[src/bdq_pkg.sv]
// Shared types and codes for the bounded deque unit.
package bdq_pkg;

  typedef enum logic [3:0] {
    OP_ADD_FRONT  = 4'd0,
    OP_ADD_BACK   = 4'd1,
    OP_DEL_VALUE  = 4'd2,
    OP_DEL_FIRST  = 4'd3,
    OP_DEL_LAST   = 4'd4,
    OP_EMIT_FIRST = 4'd5,
    OP_EMIT_LAST  = 4'd6,
    OP_EMIT_ALL   = 4'd7,
    OP_CLEAR      = 4'd8
  } op_e;

  typedef enum logic [1:0] {
    ST_OK        = 2'd0,
    ST_FULL      = 2'd1,
    ST_NOT_FOUND = 2'd2,
    ST_EMPTY     = 2'd3
  } status_e;

  typedef enum logic [1:0] {WR_NONE, WR_FRONT, WR_BACK, WR_SHIFT} wr_sel_e;
  typedef enum logic [1:0] {LEN_HOLD, LEN_INC, LEN_DEC, LEN_CLR} len_op_e;
  typedef enum logic [1:0] {FR_HOLD, FR_DEC, FR_INC, FR_CLR} front_op_e;
  typedef enum logic [1:0] {POS_HOLD, POS_ZERO, POS_EMIT, POS_INC} pos_op_e;

  // controller -> datapath
  typedef struct packed {
    logic      latch;
    logic      rd_en;
    logic      rd_next;
    wr_sel_e   wr_sel;
    len_op_e   len_op;
    front_op_e front_op;
    pos_op_e   pos_op;
    logic      out_load;
    logic      out_entry;
    status_e   out_status;
  } cmd_t;

  // datapath -> controller
  typedef struct packed {
    op_e  kind;
    logic empty;
    logic full;
    logic emit_none;
    logic match;
    logic pos_zero;
    logic scan_end;
    logic emit_end;
    logic out_free;
  } sts_t;

endpackage

[src/bdq_ram.sv]
// Generic single-write, single-read RAM with registered read data.
module bdq_ram #(
  parameter int WIDTH = 32,
  parameter int DEPTH = 32
) (
  input  logic                     clk_i,
  input  logic                     we_i,
  input  logic [$clog2(DEPTH)-1:0] waddr_i,
  input  logic [WIDTH-1:0]         wdata_i,
  input  logic                     re_i,
  input  logic [$clog2(DEPTH)-1:0] raddr_i,
  output logic [WIDTH-1:0]         rdata_o
);

  logic [WIDTH-1:0] mem_q [DEPTH];
  logic [WIDTH-1:0] rdata_q;

  always_ff @(posedge clk_i) begin
    if (we_i) begin
      mem_q[waddr_i] <= wdata_i;
    end
    if (re_i) begin
      rdata_q <= mem_q[raddr_i];
    end
  end

  assign rdata_o = rdata_q;

endmodule

[src/bdq_datapath.sv]
// Datapath: entry store, front/length/position registers and result register.
module bdq_datapath import bdq_pkg::*; #(
  parameter int CAPACITY = 32
) (
  input  logic               clk_i,
  input  logic               rst_ni,
  input  logic [3:0]         in_kind_i,
  input  logic signed [31:0] in_value_i,
  input  logic [6:0]         in_count_i,
  input  cmd_t               cmd_i,
  output sts_t               sts_o,
  input  logic               out_stall_i,
  output logic               out_valid_o,
  output logic signed [31:0] out_item_o,
  output logic               out_has_item_o,
  output logic [1:0]         out_status_o,
  output logic               out_last_o
);

  localparam int AW = $clog2(CAPACITY);
  localparam int LW = $clog2(CAPACITY + 1);
  localparam logic [LW:0]   CAP_W   = (LW+1)'(CAPACITY);
  localparam logic [LW-1:0] CAP_L   = LW'(CAPACITY);
  localparam logic [6:0]    CAP_CNT = 7'(CAPACITY);
  localparam logic [AW-1:0] TOP_SLOT = AW'(CAPACITY - 1);

  // circular slot of a list position
  function automatic logic [AW-1:0] slot(input logic [AW-1:0] base,
                                         input logic [LW-1:0] off);
    logic [LW:0] sum;
    sum = (LW+1)'(base) + (LW+1)'(off);
    if (sum >= CAP_W) begin
      sum = sum - CAP_W;
    end
    return sum[AW-1:0];
  endfunction

  op_e               kind_q;
  logic signed [31:0] value_q;
  logic [6:0]        count_q;
  logic [AW-1:0]     front_q, front_d;
  logic [LW-1:0]     len_q, len_d;
  logic [LW-1:0]     pos_q, pos_d;
  logic [LW-1:0]     end_q, end_d;

  logic              out_valid_q;
  logic signed [31:0] item_q;
  logic              has_item_q;
  status_e           status_q;
  logic              last_q;

  logic [6:0]        cnt_sat;
  logic [LW-1:0]     k, emit_n, emit_start, pos_plus;
  logic [AW-1:0]     front_dec, rd_addr, wr_addr;
  logic [31:0]       wr_data, rd_data;
  logic              wr_en, out_free;

  assign cnt_sat    = (count_q > CAP_CNT) ? CAP_CNT : count_q;
  assign k          = (LW'(cnt_sat) < len_q) ? LW'(cnt_sat) : len_q;
  assign emit_n     = (kind_q == OP_EMIT_ALL) ? len_q : k;
  assign emit_start = (kind_q == OP_EMIT_LAST) ? (len_q - k) : '0;
  assign pos_plus   = pos_q + LW'(1);
  assign front_dec  = (front_q == '0) ? TOP_SLOT : (front_q - AW'(1));
  assign rd_addr    = slot(front_q, cmd_i.rd_next ? pos_plus : pos_q);
  assign out_free   = !out_valid_q || !out_stall_i;

  always_comb begin
    wr_en   = 1'b1;
    wr_addr = slot(front_q, pos_q);
    wr_data = rd_data;
    case (cmd_i.wr_sel)
      WR_FRONT: begin
        wr_addr = front_dec;
        wr_data = value_q;
      end
      WR_BACK: begin
        wr_addr = slot(front_q, len_q);
        wr_data = value_q;
      end
      WR_SHIFT: begin
        wr_addr = slot(front_q, pos_q);
        wr_data = rd_data;
      end
      default: wr_en = 1'b0;
    endcase
  end

  bdq_ram #(
    .WIDTH(32),
    .DEPTH(CAPACITY)
  ) u_ram (
    .clk_i  (clk_i),
    .we_i   (wr_en),
    .waddr_i(wr_addr),
    .wdata_i(wr_data),
    .re_i   (cmd_i.rd_en),
    .raddr_i(rd_addr),
    .rdata_o(rd_data)
  );

  always_comb begin
    len_d = len_q;
    case (cmd_i.len_op)
      LEN_INC: len_d = len_q + LW'(1);
      LEN_DEC: len_d = len_q - LW'(1);
      LEN_CLR: len_d = '0;
      default: len_d = len_q;
    endcase
    front_d = front_q;
    case (cmd_i.front_op)
      FR_DEC:  front_d = front_dec;
      FR_INC:  front_d = slot(front_q, LW'(1));
      FR_CLR:  front_d = '0;
      default: front_d = front_q;
    endcase
    pos_d = pos_q;
    end_d = end_q;
    case (cmd_i.pos_op)
      POS_ZERO: pos_d = '0;
      POS_EMIT: begin
        pos_d = emit_start;
        end_d = emit_start + emit_n;
      end
      POS_INC:  pos_d = pos_plus;
      default:  pos_d = pos_q;
    endcase
  end

  always_ff @(posedge clk_i or negedge rst_ni) begin
    if (!rst_ni) begin
      front_q     <= '0;
      len_q       <= '0;
      pos_q       <= '0;
      end_q       <= '0;
      out_valid_q <= 1'b0;
    end else begin
      front_q <= front_d;
      len_q   <= len_d;
      pos_q   <= pos_d;
      end_q   <= end_d;
      if (cmd_i.out_load) begin
        out_valid_q <= 1'b1;
      end else if (!out_stall_i) begin
        out_valid_q <= 1'b0;
      end
    end
  end

  always_ff @(posedge clk_i) begin
    if (cmd_i.latch) begin
      kind_q  <= op_e'(in_kind_i);
      value_q <= in_value_i;
      count_q <= in_count_i;
    end
    if (cmd_i.out_load) begin
      item_q     <= cmd_i.out_entry ? $signed(rd_data) : '0;
      has_item_q <= cmd_i.out_entry;
      status_q   <= cmd_i.out_status;
      last_q     <= cmd_i.out_entry ? sts_o.emit_end : 1'b1;
    end
  end

  always_comb begin
    sts_o.kind      = kind_q;
    sts_o.empty     = (len_q == '0);
    sts_o.full      = (len_q == CAP_L);
    sts_o.emit_none = (emit_n == '0);
    sts_o.match     = (rd_data == value_q);
    sts_o.pos_zero  = (pos_q == '0);
    sts_o.scan_end  = (pos_plus == len_q);
    sts_o.emit_end  = (pos_plus == end_q);
    sts_o.out_free  = out_free;
  end

  assign out_valid_o    = out_valid_q;
  assign out_item_o     = item_q;
  assign out_has_item_o = has_item_q;
  assign out_status_o   = status_q;
  assign out_last_o     = last_q;

`ifndef NO_ASSERTIONS
  a_len_bound: assert property (@(posedge clk_i) disable iff (!rst_ni)
    len_q <= CAP_L)
    else $error("list length beyond capacity");

  a_plain_result: assert property (@(posedge clk_i) disable iff (!rst_ni)
    (out_valid_q && !has_item_q) |-> (item_q == '0 && last_q))
    else $error("status beat carries an item or lacks last");
`endif

endmodule

[src/bdq_ctrl.sv]
// Controller: sequences each operation over the datapath.
module bdq_ctrl import bdq_pkg::*; (
  input  logic clk_i,
  input  logic rst_ni,
  input  logic in_valid_i,
  output logic in_stall_o,
  input  sts_t sts_i,
  output cmd_t cmd_o
);

  typedef enum logic [3:0] {
    S_IDLE, S_DISPATCH, S_RESP, S_SCAN_RD, S_SCAN_CMP,
    S_SHIFT_RD, S_SHIFT_WR, S_EMIT_RD, S_EMIT_OUT
  } state_e;

  state_e  state_q, state_d;
  status_e resp_q, resp_d;

  assign in_stall_o = (state_q != S_IDLE);

  always_comb begin
    state_d = state_q;
    resp_d  = resp_q;
    cmd_o   = '{latch: 1'b0, rd_en: 1'b0, rd_next: 1'b0, wr_sel: WR_NONE,
                len_op: LEN_HOLD, front_op: FR_HOLD, pos_op: POS_HOLD,
                out_load: 1'b0, out_entry: 1'b0, out_status: ST_OK};
    unique case (state_q)
      S_IDLE: begin
        cmd_o.latch = in_valid_i;
        if (in_valid_i) state_d = S_DISPATCH;
      end
      S_DISPATCH: begin
        state_d = S_RESP;
        resp_d  = ST_OK;
        unique case (sts_i.kind) inside
          OP_ADD_FRONT: begin
            if (sts_i.full) begin
              resp_d = ST_FULL;
            end else begin
              cmd_o.wr_sel   = WR_FRONT;
              cmd_o.front_op = FR_DEC;
              cmd_o.len_op   = LEN_INC;
            end
          end
          OP_ADD_BACK: begin
            if (sts_i.full) begin
              resp_d = ST_FULL;
            end else begin
              cmd_o.wr_sel = WR_BACK;
              cmd_o.len_op = LEN_INC;
            end
          end
          OP_DEL_VALUE: begin
            if (sts_i.empty) begin
              resp_d = ST_EMPTY;
            end else begin
              cmd_o.pos_op = POS_ZERO;
              state_d      = S_SCAN_RD;
            end
          end
          OP_DEL_FIRST: begin
            if (sts_i.empty) begin
              resp_d = ST_EMPTY;
            end else begin
              cmd_o.front_op = FR_INC;
              cmd_o.len_op   = LEN_DEC;
            end
          end
          OP_DEL_LAST: begin
            if (sts_i.empty) begin
              resp_d = ST_EMPTY;
            end else begin
              cmd_o.len_op = LEN_DEC;
            end
          end
          OP_EMIT_FIRST, OP_EMIT_LAST, OP_EMIT_ALL: begin
            cmd_o.pos_op = POS_EMIT;
            if (sts_i.emit_none) begin
              resp_d = sts_i.empty ? ST_EMPTY : ST_OK;
            end else begin
              state_d = S_EMIT_RD;
            end
          end
          OP_CLEAR: begin
            cmd_o.len_op   = LEN_CLR;
            cmd_o.front_op = FR_CLR;
          end
          default: resp_d = ST_OK;
        endcase
      end
      S_RESP: begin
        if (sts_i.out_free) begin
          cmd_o.out_load   = 1'b1;
          cmd_o.out_status = resp_q;
          state_d          = S_IDLE;
        end
      end
      S_SCAN_RD: begin
        cmd_o.rd_en = 1'b1;
        state_d     = S_SCAN_CMP;
      end
      S_SCAN_CMP: begin
        if (sts_i.match) begin
          if (sts_i.pos_zero) begin
            cmd_o.front_op = FR_INC;
            cmd_o.len_op   = LEN_DEC;
            resp_d         = ST_OK;
            state_d        = S_RESP;
          end else begin
            state_d = S_SHIFT_RD;
          end
        end else if (sts_i.scan_end) begin
          resp_d  = ST_NOT_FOUND;
          state_d = S_RESP;
        end else begin
          cmd_o.pos_op = POS_INC;
          state_d      = S_SCAN_RD;
        end
      end
      S_SHIFT_RD: begin
        if (sts_i.scan_end) begin
          cmd_o.len_op = LEN_DEC;
          resp_d       = ST_OK;
          state_d      = S_RESP;
        end else begin
          cmd_o.rd_en   = 1'b1;
          cmd_o.rd_next = 1'b1;
          state_d       = S_SHIFT_WR;
        end
      end
      S_SHIFT_WR: begin
        cmd_o.wr_sel = WR_SHIFT;
        cmd_o.pos_op = POS_INC;
        state_d      = S_SHIFT_RD;
      end
      S_EMIT_RD: begin
        cmd_o.rd_en = 1'b1;
        state_d     = S_EMIT_OUT;
      end
      S_EMIT_OUT: begin
        if (sts_i.out_free) begin
          cmd_o.out_load  = 1'b1;
          cmd_o.out_entry = 1'b1;
          cmd_o.pos_op    = POS_INC;
          state_d         = sts_i.emit_end ? S_IDLE : S_EMIT_RD;
        end
      end
      default: state_d = S_IDLE;
    endcase
  end

  always_ff @(posedge clk_i or negedge rst_ni) begin
    if (!rst_ni) begin
      state_q <= S_IDLE;
      resp_q  <= ST_OK;
    end else begin
      state_q <= state_d;
      resp_q  <= resp_d;
    end
  end

`ifndef NO_ASSERTIONS
  a_accept_dispatch: assert property (@(posedge clk_i) disable iff (!rst_ni)
    (in_valid_i && !in_stall_o) |=> (state_q == S_DISPATCH))
    else $error("accepted beat not dispatched");

  a_load_free: assert property (@(posedge clk_i) disable iff (!rst_ni)
    cmd_o.out_load |-> sts_i.out_free)
    else $error("result register overwritten while held");
`endif

endmodule

[src/bounded_deque_with_delete_by_value_unit.sv]
// Top level of the bounded deque with delete-by-value.
//
//  channel | direction | handshake              | payload
//  --------+-----------+------------------------+--------------------------------------
//  in      | input     | in_valid_i / in_stall_o | in_kind_i, in_value_i, in_count_i
//  out     | output    | out_valid_o/out_stall_i | out_item_o, out_has_item_o,
//          |           |                         | out_status_o, out_last_o
//
// Sequence: add, delete first/last, clear and unused kinds pass through accept,
//   dispatch and response. Delete by value reads then compares each entry
//   scanned, and reads then writes each entry moved to close the gap; scanned
//   plus moved never exceeds the length. Emits read then send each entry after
//   accept and dispatch; the registered read port of the entry RAM is why each
//   entry needs its own read step.
// Reset: rst_ni clears front, length and control state at once; the entry RAM
//   is not cleared since only entries inside the list are ever read.
// Stalls: a result waits in the output register; the next input beat is taken
//   while it waits, and the sequence pauses only when a new result needs that
//   register.
module bounded_deque_with_delete_by_value_unit import bdq_pkg::*; #(
  parameter int CAPACITY = 32
) (
  input  logic               clk_i,
  input  logic               rst_ni,
  input  logic               in_valid_i,
  output logic               in_stall_o,
  input  logic [3:0]         in_kind_i,
  input  logic signed [31:0] in_value_i,
  input  logic [6:0]         in_count_i,
  output logic               out_valid_o,
  input  logic               out_stall_i,
  output logic signed [31:0] out_item_o,
  output logic               out_has_item_o,
  output logic [1:0]         out_status_o,
  output logic               out_last_o
);

  cmd_t cmd;   // sequencing commands
  sts_t sts;   // datapath flags

  bdq_ctrl u_ctrl (
    .clk_i     (clk_i),
    .rst_ni    (rst_ni),
    .in_valid_i(in_valid_i),
    .in_stall_o(in_stall_o),
    .sts_i     (sts),
    .cmd_o     (cmd)
  );

  bdq_datapath #(
    .CAPACITY(CAPACITY)
  ) u_datapath (
    .clk_i         (clk_i),
    .rst_ni        (rst_ni),
    .in_kind_i     (in_kind_i),
    .in_value_i    (in_value_i),
    .in_count_i    (in_count_i),
    .cmd_i         (cmd),
    .sts_o         (sts),
    .out_stall_i   (out_stall_i),
    .out_valid_o   (out_valid_o),
    .out_item_o    (out_item_o),
    .out_has_item_o(out_has_item_o),
    .out_status_o  (out_status_o),
    .out_last_o    (out_last_o)
  );

endmodule

[config.mk]
export PLATFORM = sky130hd
export DESIGN_NAME = bounded_deque_with_delete_by_value_unit
export DESIGN_NICKNAME = d
export VERILOG_FILES = /design/src/bdq_pkg.sv /design/src/bdq_ram.sv /design/src/bdq_datapath.sv /design/src/bdq_ctrl.sv /design/src/bounded_deque_with_delete_by_value_unit.sv
export SDC_FILE = /design/constraint.sdc
export NUM_CORES = 1
export LEC_CHECK = 0
export BUFFER_PORTS_ARGS = -buffer_cell sky130_fd_sc_hd__buf_2
export CORE_UTILIZATION = 50
export DETAILED_ROUTE_END_ITERATION = 6
export PLACE_DENSITY = 0.73
export SLEW_MARGIN = 10
export SYNTH_ARGS = -nofsm -noshare
export SYNTH_HDL_FRONTEND = slang
export SYNTH_SLANG_ARGS = --single-unit
[constraint.sdc]
create_clock -name clk_i -period 7.8 [get_ports clk_i]
set_input_delay 1.17 -clock clk_i [delete_from_list [all_inputs] [get_ports clk_i]]
set_output_delay 1.17 -clock clk_i [all_outputs]
set_load 0.02 [all_outputs]
# After elaboration in Yosys (flattened, before gate mapping)
# Memory sizes are Yosys's and may differ from the RTL's. A register that Yosys moved wholly into a read port is not among the register bits.
# Index checks and enable logic that the tools add are counted.
# op_classes
n_mux	66
order_cmp	6
add_sub_neg	14
n_reduce_logical	23
eq_ne	39
# ops
operator	count
case mux 4 bit (9 select lines)	1
case mux 6 bit (3 select lines)	2
equality test 32 bit	1
equality test 4 x 3 -> 1 bit, second input constant	8
2-to-1 mux 32 bit	1
2-to-1 mux 4 bit	8
2-to-1 mux 5 bit	6
2-to-1 mux 6 bit	5
subtractor 5 x 1 -> 5 bit, second input constant	5
case mux 2 bit (3 select lines)	4
adder 5 x 6 -> 7 bit	3
>= comparator 7 x 6 -> 1 bit, second input constant	3
2-to-1 mux 2 bit	10
logical NOT 6 bit	3
equality test 2 bit, second input constant	8
equality test 4 x 2 -> 1 bit, second input constant	4
case mux 2 bit (2 select lines)	4
2-to-1 mux 3 bit	5
case mux 5 bit (3 select lines)	1
2-to-1 mux 1 bit	13
adder 6 x 1 -> 6 bit, second input constant	2
equality test 6 bit	2
nonzero test 3 bit	4
case mux 2 bit (5 select lines)	1
28 further kinds	44
# word_totals
ff_bits	109
mem_count	1
input_bits	47
mem_bits_rw	1024
elab_cells	163
# mem_list
memory	words	word_bits	rd	rd_ports_with_merged_regs	wr	line	source
u_datapath.u_ram.mem_q	32	32	1	1	1	bdq_ram.sv:15	logic [WIDTH-1:0] mem_q [DEPTH];

# Logic depth before layout (Yosys ltp)
# Gate-level depths: netlist of the first run.
# depth
word_depth	9
ltp_mapped	24
mapped_depth_nobuf	24

# By module
# A second synthesis of the first run with hierarchy kept.
# unflattened
hier_cells	2879
area_unflattened_um2	47657.0
# by_module_without_submodules
mod	instances	cells_each	area_each_um2	seq_area_each_um2
bdq_ram	1	2260	40812.9	31710.4
bdq_datapath	1	525	6138.4	2972.9
bdq_ctrl	1	94	705.7	150.1

# Least setup slack after synthesis of the first run
# OpenSTA, ideal clock, no wires.
# synth_timing
kind	flip-flop to flip-flop
from	register u_ctrl.state_q[2]
to	memory u_datapath.u_ram.mem_q[21][0] (enable)
n_path_buf	2
required_ps	7379
setup_ps	421
arrival_ps	5021
stages_incl_launch_ff	21
path_slack_ps	2358
path_cell_list	dfrtp_1 > clkbuf_1 > nor3_1 > nand2b_1 > nor2_1 > nand2_1 > o21a_1 > inv_1 > ha_1 > clkbuf_1 > o21ai_0 > ha_1 > fa_1 > a21o_1 > a21oi_1 > xor2_1 > nor2_1 > a21oi_1 > xnor2_1 > nand2_1 > nor2_1
# synth_via
elab_chain_cells	7
word_cells_on_any_way	11
cone_classes	eq/ne (5); mux (5); reduce/logical (1)
# synth_lines
item	line	source
start: declaration	bdq_ctrl.sv:16	state_e state_q, state_d;
start signal: assignment	bdq_ctrl.sv:157	state_q <= state_d;
equality test 4 x 3 -> 1 bit or equality test 4 x 1 -> 1 bit (tied branches)	bdq_ctrl.sv:27	unique case (state_q)
case mux 2 bit (2 select lines) (*)	bdq_ctrl.sv:27	
equality test 2 x 1 -> 1 bit or equality test 2 bit (tied branches)	bdq_datapath.sv:71	case (cmd_i.wr_sel)
OR reduction 3 bit (no line)	n/a	
2-to-1 mux 1 bit	bdq_datapath.sv:71	
2-to-1 mux 1 bit	bdq_ram.sv:19	if (we_i) begin
2-to-1 mux 1 bit (not written as such)	bdq_ram.sv:20	mem_q[waddr_i] <= wdata_i;
end: declaration	bdq_ram.sv:15	
# Every way passes the cells marked *; elsewhere a longest branch is shown, timed or not.

# Worst setup path after layout of the first run
# layout_timing
from	register u_ctrl.state_q[1]
to	memory u_datapath.u_ram.mem_q[19][20] (enable)
# Same word-level chain as after synthesis.

==> results of run 1 <==
==> cells by family after synthesis <==
group,after synthesis,synth area share (%)
AOI/OAI and AO/OA,108,1.613
xor gates and xnor gates,79,1.514
adders and majority gates,37,1.053
buffers and inverters,127,1.126
DFF,1165,74.61
muxes,400,17.36
and+or+nand+nor,247,2.725
==> report_power, final <==
group / switching (W) / internal, W
Sequential: 0.000315 / 0.00823
Combinational: 0.00578 / 0.00483
Clock: 0.00234 / 0.00282
==> registers in the layout (all words and copies together) (netlist names) <==
name,cells
u_datapath.u_ram.mem_q,1024
u_datapath.out_item_o,32
u_datapath.u_ram.rdata_o,32
u_datapath.value_q,32
u_datapath.count_q,7
u_datapath.end_q,6
u_datapath.len_q,6
u_datapath.pos_q,6
u_datapath.front_q,5
u_ctrl.state_q,4
u_datapath.kind_q,4
u_ctrl.resp_q,2
u_datapath.out_status_o,2
u_datapath.out_has_item_o,1
u_datapath.out_last_o,1
u_datapath.out_valid_o,1
==> per-stage QoR <==
stage,total power [W],hold WS [ps],utilization [%],area [sq um]
after floorplan,0.01601,441.0,-,46690
after global placement,0.01915,457.3,53.17,48960
after detailed placement,0.01936,458.4,53.21,49000
after CTS,0.02450,489.3,56.98,52470
after global routing,0.02522,504.8,57.10,52580
final,0.02432,485.8,57.11,52590
==> cell usage in the layout (no fill, tap or decap), types with 6 or more instances in the layout <==
cell type   synthesis  layout
nand2b_1            6       6
o21ai_0            20      19
clkbuf_1           55      34
a21o_1             13      13
edfxtp_1         1135    1135
clkbuf_16           0     114
clkinvlp_4          0       6
mux2_2             66      66
a21oi_1            28      26
nor2b_1             7       7
inv_1              29      29
buf_2              17      84
nand4_1             6       6
mux4_2            320     320
buf_12              0      10
nor3_1             12      12
mux2i_1            11      11
dfrtp_1            30      30
xnor2_1            28      26
nor2_4              0      32
a31oi_1             9       9
nor2_1             75      43
o21ai_1             6       6
nand2_1            53      53
nor4_1             12      12
clkinv_1            0      19
ha_1               32      30
clkinv_2            0      13
nand3_1             9       9
xor2_1             49      49
buf_4               3      38
and2_1             42      41
==> critical path, stage by stage (launching register included) <==
cell	delay (ps)
dfrtp_1	510
nand2b_1	220
nor3_1	430
nand2b_1	180
nor2_1	220
nand2_1	100
o21a_1	230
inv_1	70
ha_1	300
o21ai_0	150
ha_1	230
fa_1	430
a21o_1	170
a21oi_1	170
xor2_1	160
nor2_1	60
a21oi_1	280
xnor2_1	290
nand2_1	370
nor2_4	1050
==> final timing paths <==
check | start | endpoint | cells after the start
hold reg to reg | u_ctrl.resp_q[0]$_DFFE_PN0P_ | u_ctrl.resp_q[0]$_DFFE_PN0P_ | 1
max in group asynchronous | rst_ni | u_datapath.pos_q[5]$_DFFE_PN0P_ | 1
hold / removal | u_ctrl.resp_q[0]$_DFFE_PN0P_ | u_ctrl.resp_q[0]$_DFFE_PN0P_ | 1
setup / recovery | u_ctrl.state_q[1]$_DFFE_PN0P_ | u_datapath.u_ram.mem_q[19][20]$_DFFE_PP_ | 19
min in group asynchronous | rst_ni | u_datapath.end_q[2]$_DFFE_PN0P_ | 1
setup reg to reg | u_ctrl.state_q[1]$_DFFE_PN0P_ | u_datapath.u_ram.mem_q[19][20]$_DFFE_PP_ | 19
==> area by class of cell <==
| type | instances | area [sq um] | area share, % |
|---|---|---|---|
| multi-input combinational | 871 | 11650 | 22.16 |
| sequential | 1165 | 34830 | 66.24 |
| tap | 1243 | 1555 | 2.958 |
| timing repair buffer | 134 | 960.9 | 1.827 |
| clock buffer | 150 | 3008 | 5.720 |
| antenna | 2 | 5.005 | 0.009517 |
| inverter | 29 | 108.9 | 0.2070 |
| clock inverter | 53 | 459.2 | 0.8732 |
==> layer usage <==
layer / vias up / track usage [%] / wire [um]
met1: 12049 / 31.64 / 42140
li1: 9273 / - / -
met3: 180 / 4.287 / 8828
met2: 1141 / 40.04 / 55930
met4: 0 / 7.347 / 3313
met5: - / 0 / 0
==> results.toml, run 1 <==
[drt]
vias = 22643
wl_per_cell_um = 30.22
wl_um = 110200
first_iter_violations = 2697
first_pass_iters = 5
avgViaCountPerCell = 6.209
drc = 0
ant_nets = 0

[die]
die_x_um = 307.6
core-area_sq_mm = 0.09208
row_count = 111
die-area_sq_mm = 0.09460
die_h_um = 307.6
initial_utilization_pct = 50.70
ios = 85

[grt]
antenna_found_initial = 1
grt_max_degree = 84
grt_pass1_wl_um = 160900
grt_usage_pct = 23.75
first_global_vias = 23423
overflow = 0

[clocking]
cts_sinks = 1165
cts_tree = "yes"
cts_buffers = 113
ctsResizeCount = 0
clock_latency_ps = 720
clk_pin_slew_ps = 60
clk_path_buf_depth = 3
h-tree-depth = 3
holdBufCountCts = 0
clock-root-buffer = "clkbuf_16"
postCtsSetupBuffers = 0

[critical_path]
rrSetupSlack_ps = 1790
worst_setup_path_end_kind = "flip-flop"
worstPathMaxFanout = 32
worst-setup-path-type = "reg -> reg"
required_ps = 8100
start_kind = "flip-flop"
worstPathArrival_ps = 6320

[logic_synthesis]
ys_types = 70
synth_seq_area_share_pct = 74.61
syn_inst = 2163
ys.flop_type = "edfxtp_1"
ys_ff_latch = 1165
synth_area_sq_mm = 0.04669
yosys-top-cells-count = "edfxtp_1 (1135), mux4_2 (320), nor2_1 (75)"
avgSynthCellArea_sq_um = 21.59
synth.most_common_cell = "edfxtp_1"
synth.area.top_cells = "edfxtp_1 (73%), mux4_2 (15%), dfrtp_1 (1.6%)"
synth_top_area_share_pct = 73.00
ys_warn_count = 0
synth_largest_area_cell = "edfxtp_1"
synth_edf_count = 1135
syn-num-nets = 2246
synthArstFlopShare_pct = 2.575

[worst_hold_path]
hp-class = "reg -> reg"

[cells_and_area]
area_delta_synth_final_pct = 12.63
nFillCells = 6550
drive_gt1_share_pct = 30.72
finalNonFillerCells = 3647
nets = 2397

[placed_design]
place_worst_setup_slack_ps = 1855
dp.cells = 3437
portBuffers = 84
gp_congestion = 0.8556
dp_hpwl_um = 66610

[sta]
rsz0062_at_grt = "false"
skew_ps = 77.54
timing.final.crit_share_pct = 77.09
worst_slew_pin_slew_ps = 1250
min_period_ps = 6013
slew_headroom_pct = 16.49
setup_tns_ps = 0
fmax_mhz = 166.3
finalHoldViolCount = 0
setup_violations = 0
drv_slew = 0
setup_slack_ps = 1787

[power]
powerDensity_mw_per_mm2 = 462.4
ir_drop_v = 0.0005208
p_leak_nw = 16.82

[status]
run_status = "finished, final reports clean"

[flow_run]
maxCapViolCount = 0
Note: power is estimated with default switching activity, not from simulation.
==> run 2, diff against run 1 <==
PLACE_DENSITY = 0.75   (was 0.73)
clock period = 5.5 ns   (was 7.8 ns; I/O delays follow)
==> run 2 against run 1 <==
- cell count up 1.3%
- wire length rose by 4.9%
- clock skew is 24 ps lower
- largest cell class unchanged
==> results.toml, run 2 (synthesis gave the netlist of run 1 again) <==
[status]
run_status = "finished, final reports clean"

[grt]
grt_pass1_wl_um = 166300
antenna_found_initial = 3
first_global_vias = 23916
grt_max_degree = 65
grt_usage_pct = 24.93
overflow = 0

[die]
die_h_um = 307.6
initial_utilization_pct = 50.70
core-area_sq_mm = 0.09208
die_x_um = 307.6
ios = 85
die-area_sq_mm = 0.09460
row_count = 111

[clocking]
cts_tree = "yes"
holdBufCountCts = 0
clk_pin_slew_ps = 60
h-tree-depth = 3
clk_path_buf_depth = 3
cts_buffers = 111
cts_sinks = 1165
clock-root-buffer = "clkbuf_16"
clock_latency_ps = 710

[cells_and_area]
mostFrequentLayoutCells = "edfxtp_1 (1135), mux4_2 (320), clkbuf_16 (112)"
drive_gt1_share_pct = 32.72
regMostFlops = "u_datapath.u_ram.mem_q"
area_delta_synth_final_pct = 14.60
largest_reg_flops = 1024
layout_commonest_cell = "edfxtp_1"
nets = 2451
fin_area_sq_mm = 0.05350

[power]
ir_drop_v = 0.0005767
powerDensity_mw_per_mm2 = 637.4
p_leak_nw = 17.27

[critical_path]
start_kind = "flip-flop"
worstPathArrival_ps = 5690
path_cells = "nand2b_1 -> nor3_1 -> nand2b_1 -> nor2_1 -> nand2_1 -> o21a_1 -> inv_1 -> ha_1 -> o21ai_0 -> ha_1 -> fa_1 -> a21o_1 -> a21oi_1 -> xor2_1 -> nor2_1 -> a21oi_1 -> xnor2_1 -> nand2_1 -> nor2_4 -> buf_12"
path_delay_family = "simple AND/OR/NAND/NOR gates"
worst_setup_path_end_kind = "flip-flop"
worstPathMaxFanout = 16
worst-setup-path-type = "reg -> reg"
cpMaxStageDelayCell = "dfrtp_1"
cpPeakStageDelay_ps = 520
required_ps = 5900
worst-path-buf-inv = 2

[placed_design]
gp_congestion = 0.8752
placed_cell_area_sq_mm = 0.04994
dp_hpwl_um = 62790
portBuffers = 84

[drt]
avgViaCountPerCell = 6.316
wl_um = 115600
first_iter_violations = 2953
drc = 0
vias = 23337
ant_nets = 0
first_pass_iters = 5
wl_per_cell_um = 31.28

[sta]
rsz0062_at_grt = "false"
fmax_mhz = 188.9
worst_slew_pin_slew_ps = 1090
min_period_ps = 5293
finalHoldViolCount = 0
setup_tns_ps = 0
drv_slew = 0
skew_ps = 53.87
timing.final.crit_share_pct = 96.24
setup_violations = 0
slew_headroom_pct = 26.68

[flow_run]
maxCapViolCount = 0

[worst_hold_path]
hp-class = "in -> async"
## run 2: cell types whose count changed in the layout (fill, tap and decap cells not counted), sizes merged
cell / previous run / this run
buf: 134 / 190
bufinv: 3 / 7
clkbuf: 150 / 136
clkinv: 40 / 46
clkinvlp: 6 / 4
diode: 2 / 1
inv: 33 / 32
## run 2: area by class of cell
cell class                      instances  area [sq um]
Sequential cell                      1165         34830
Clock inverter                         60         591.8
Timing Repair Buffer                  190          1846
Clock buffer                          136          2913
Antenna cell                            1         2.502
Tap cell                             1243          1555
Inverter                               29         108.9
Multi-Input combinational cell        871         11650
Fill cell                            6401         38580
## run 2: final timing paths
kind                                                    start                                      end  slack, ps  cells after the start
worst max-delay path            u_ctrl.state_q[0]$_DFFE_PN0P_  u_datapath.u_ram.mem_q[7][19]$_DFFE_PP_        210                     20
worst min-delay path                                   rst_ni          u_datapath.pos_q[1]$_DFFE_PN0P_        220                      1
worst max register to register  u_ctrl.state_q[0]$_DFFE_PN0P_  u_datapath.u_ram.mem_q[7][19]$_DFFE_PP_        210                     20
worst min register to register   u_ctrl.resp_q[1]$_DFFE_PN0P_             u_ctrl.resp_q[1]$_DFFE_PN0P_        480                      1
max in group asynchronous                              rst_ni          u_datapath.pos_q[0]$_DFFE_PN0P_       4790                      1
min in group clk_i                             in_value_i[15]         u_datapath.value_q[15]$_DFFE_PP_        290                      1
## run 2: layer usage
metal / routed length, um / global-route usage [%] / vias to the layer above
li1: - / - / 9365
met1: 42480 / 33.17 / 12275
met2: 57000 / 40.86 / 1438
met3: 11780 / 5.148 / 259
met4: 4322 / 9.256 / 0
met5: 0 / 0 / -
## run 2: power by group
part | leakage, nW | internal, W | switching (W)
Sequential | 10.6 | 0.0117 | 0.000442
Clock | 1.70 | 0.00410 | 0.00329
Combinational | 4.94 | 0.00719 | 0.00740
Total | 17.3 | 0.0230 | 0.0111
## run 2: per-stage QoR
step	setup WS, ps	util (%)	total power [W]	instances	hold slack (ps)
CTS	171.5	58.04	0.03418	3689	198.8
global placement	327.2	54.24	0.02619	3493	457.6
global route	12.23	58.10	0.03540	3694	255.2
finish	206.7	58.11	0.03410	3695	221.8
detailed placement	178.0	54.24	0.02667	3493	468.9
floorplan	57.64	-	0.02271	2163	441.0
## run 2: repair_timing
action	CTS	global route
setup endpoints to repair	0	22
gates resized for setup	0	1
setup buffers	0	5
==> run 3, diff against run 2 <==
SYNTH_HIERARCHICAL = 1   (was unset)
==> run 3 against run 2 <==
- synthesized area is 2.1% higher
- utilization hardly changed
- synthesized cell count is 33% higher
- critical path depth is 2 lower
- total power is 6.2% higher
- non-clock buffer count is 47 higher
- global-route usage is 0.50 points lower
- combinational power is 13% higher
- worst hold slack hardly changed
- largest cell class unchanged
==> results.toml, run 3 <==
[grt]
first_global_vias = 27157
grt_usage_pct = 24.43
antenna_found_initial = 2
grt_max_degree = 70
grt_pass1_wl_um = 174800
overflow = 0

[drt]
drc = 0
wl_um = 119200
vias = 26979
first_iter_violations = 3297
first_pass_iters = 7
wl_per_cell_um = 26.99
avgViaCountPerCell = 6.107
ant_nets = 0

[logic_synthesis]
synth_seq_area_share_pct = 73.09
synth_edf_count = 1135
syn_inst = 2879
synth.area.top_cells = "edfxtp_1 (72%), mux2i_1 (11%), dfrtp_1 (1.6%)"
synth_top_area_share_pct = 71.52
synth_area_sq_mm = 0.04766
avgSynthCellArea_sq_um = 16.55
ys_ff_latch = 1165
ys.flop_type = "edfxtp_1"
synth.most_common_cell = "edfxtp_1"
synthArstFlopShare_pct = 2.575
yosys-top-cells-count = "edfxtp_1 (1135), mux2i_1 (520), nand2_1 (135)"
syn-num-nets = 2963
ys_types = 68
ys_warn_count = 6
synth_largest_area_cell = "edfxtp_1"

[critical_path]
worst_setup_path_end_kind = "flip-flop"
start_kind = "flip-flop"
required_ps = 5860
worst-setup-path-type = "reg -> reg"
rrSetupSlack_ps = 320
r2r-start = "u_datapath/len_q[4]$_DFFE_PN0P_"
worstPathMaxFanout = 26
reg2reg_depth = 18
reg2reg_to = "u_datapath/u_ram/mem_q[19][7]$_DFFE_PP_"
worstPathArrival_ps = 5530

[cells_and_area]
nets = 3159
mostFrequentLayoutCells = "edfxtp_1 (1135), mux2i_1 (520), nand2_1 (134)"
largest_reg_flops = 1024
fin_area_sq_mm = 0.05454
nFillCells = 6790
finalNonFillerCells = 4418
layout_commonest_cell = "edfxtp_1"
area_delta_synth_final_pct = 14.44
drive_gt1_share_pct = 15.93
regMostFlops = "u_datapath/u_ram/mem_q"
final_core_util_pct = 58.09

[sta]
setup_tns_ps = 0
fmax_mhz = 193.1
slew_headroom_pct = 33.49
setup_slack_ps = 321.4
worst_slew_pin_slew_ps = 988.5
timing.final.crit_share_pct = 94.16
skew_ps = 23.80
min_period_ps = 5179
drv_slew = 0
setup_violations = 0
rsz0062_at_grt = "false"
finalHoldViolCount = 0

[die]
die-area_sq_mm = 0.09655
row_count = 112
core-area_sq_mm = 0.09389
ios = 85
die_x_um = 310.7
initial_utilization_pct = 50.76
die_h_um = 310.7

[clocking]
cts_buffers = 111
h-tree-depth = 3
cts_tree = "yes"
cts_sinks = 1165
holdBufCountCts = 0
clock_latency_ps = 680
postCtsSetupBuffers = 0
clock-root-buffer = "clkbuf_16"
clk_pin_slew_ps = 60
clk_path_buf_depth = 3

[status]
run_status = "finished, final reports clean"

[placed_design]
place_worst_setup_slack_ps = 23.10
portBuffers = 84
gp_congestion = 0.8704
placed_cell_area_sq_mm = 0.05089
dp_hpwl_um = 74940
dp.cells = 4216

[power]
powerDensity_mw_per_mm2 = 664.0
p_leak_nw = 18.76
ir_drop_v = 0.0007100

[flow_run]
maxCapViolCount = 0

[worst_hold_path]
hp-class = "in -> async"
run 3: cell types whose count changed in the layout (fill, tap and decap cells not counted), moves of 25 or more:
cell / change
a21oi_1: +96
a22o_1: +69
a22oi_1: +95
buf_4: +44
mux2_2: -25
mux2i_1: +509
mux4_2: -320
nand2_1: +81
nand3_1: +94
nor3_1: +26
run 3: what timing repair did:
item | in CTS | in global routing
resized for setup | 1 | 2
endpoints found under the setup margin | 1 | 386
cloned | 0 | 0
endpoints found under the hold margin | 0 | 0
run 3: metrics by stage:
stage | total power (W) | hold slack, ps
2_1_floorplan | 0.02273 | 442.5
3_3_place_gp | 0.02810 | 465.0
3_5_place_dp | 0.02848 | 463.3
4_1_cts | 0.03608 | 204.9
5_1_grt | 0.03750 | 246.8
6_report | 0.03621 | 221.5
run 3: worst max-delay path by stage:
stage / start / endpoint / slack [ps]
after global routing: u_datapath/pos_q[0]$_DFFE_PN0P_ / u_datapath/u_ram/rdata_o[19]$_DFFE_PP_ / 110
after CTS: u_datapath/pos_q[0]$_DFFE_PN0P_ / u_datapath/u_ram/rdata_o[16]$_DFFE_PP_ / 200
after detailed placement: u_datapath/pos_q[0]$_DFFE_PN0P_ / u_datapath/u_ram/rdata_o[16]$_DFFE_PP_ / 20
final: u_datapath/len_q[4]$_DFFE_PN0P_ / u_datapath/u_ram/mem_q[19][7]$_DFFE_PP_ / 320
after global placement: u_datapath/pos_q[0]$_DFFE_PN0P_ / u_datapath/u_ram/rdata_o[16]$_DFFE_PP_ / 190
after floorplan: u_datapath/len_q[1]$_DFFE_PN0P_ / u_datapath/u_ram/mem_q[19][0]$_DFFE_PP_ / -400
run 3: cell type report:
type	count	area, sq um	area share, %
Timing Repair Buffer	237	2245	4.116
Sequential cell	1165	34830	63.87
Clock buffer	143	2993	5.487
Clock inverter	58	634.4	1.163
Antenna cell	1	2.502	0.004588
Multi-Input combinational cell	1535	12170	22.31
Tap cell	1254	1569	2.877
Inverter	25	93.84	0.1721
run 3: report_power, final:
| part | internal [W] | switching (W) |
|---|---|---|
| combinational | 0.00583 | 0.0106 |
| sequential | 0.0117 | 0.000418 |
| clock | 0.00444 | 0.00318 |
run 3: worst max-delay path, cell delays in order, from the launching register on:
cell     delay [ps]
dfrtp_1         460
or4_1           550
nor3_2          250
nor3_1          130
inv_1            80
o22ai_1         100
inv_1           110
ha_1            290
o21ai_0         150
ha_1            230
fa_1            410
a21o_1          180
a21oi_1         180
xor2_1          170
mux2i_1         110
xnor2_1         350
or3b_2          650
nor2_4          190
buf_12          230
run 3: kinds of logic (layout without fill, tap and decap cells):
| kind of cell | count (synthesis) | count (layout) | synth area share, % |
|---|---|---|---|
| AO/OA/AOI/OAI | 399 | 399 | 5.708 |
| XOR/XNOR | 75 | 75 | 1.423 |
| adder cells (fa/ha/maj) | 37 | 37 | 1.050 |
| buffers and inverters | 179 | 463 | 2.040 |
| flip-flops | 1165 | 1165 | 73.09 |
| multiplexers | 561 | 561 | 11.89 |
| other | 0 | 1 | 0 |
| AND/OR/NAND/NOR | 463 | 463 | 4.797 |
run 3: per-layer routing:
layer,up-vias,global-route usage [%],routed length [um]
met5,-,0,16
met3,236,4.465,11400
met4,2,9.046,4156
li1,11629,-,-
met1,13618,32.63,46010
met2,1494,40.05,57650
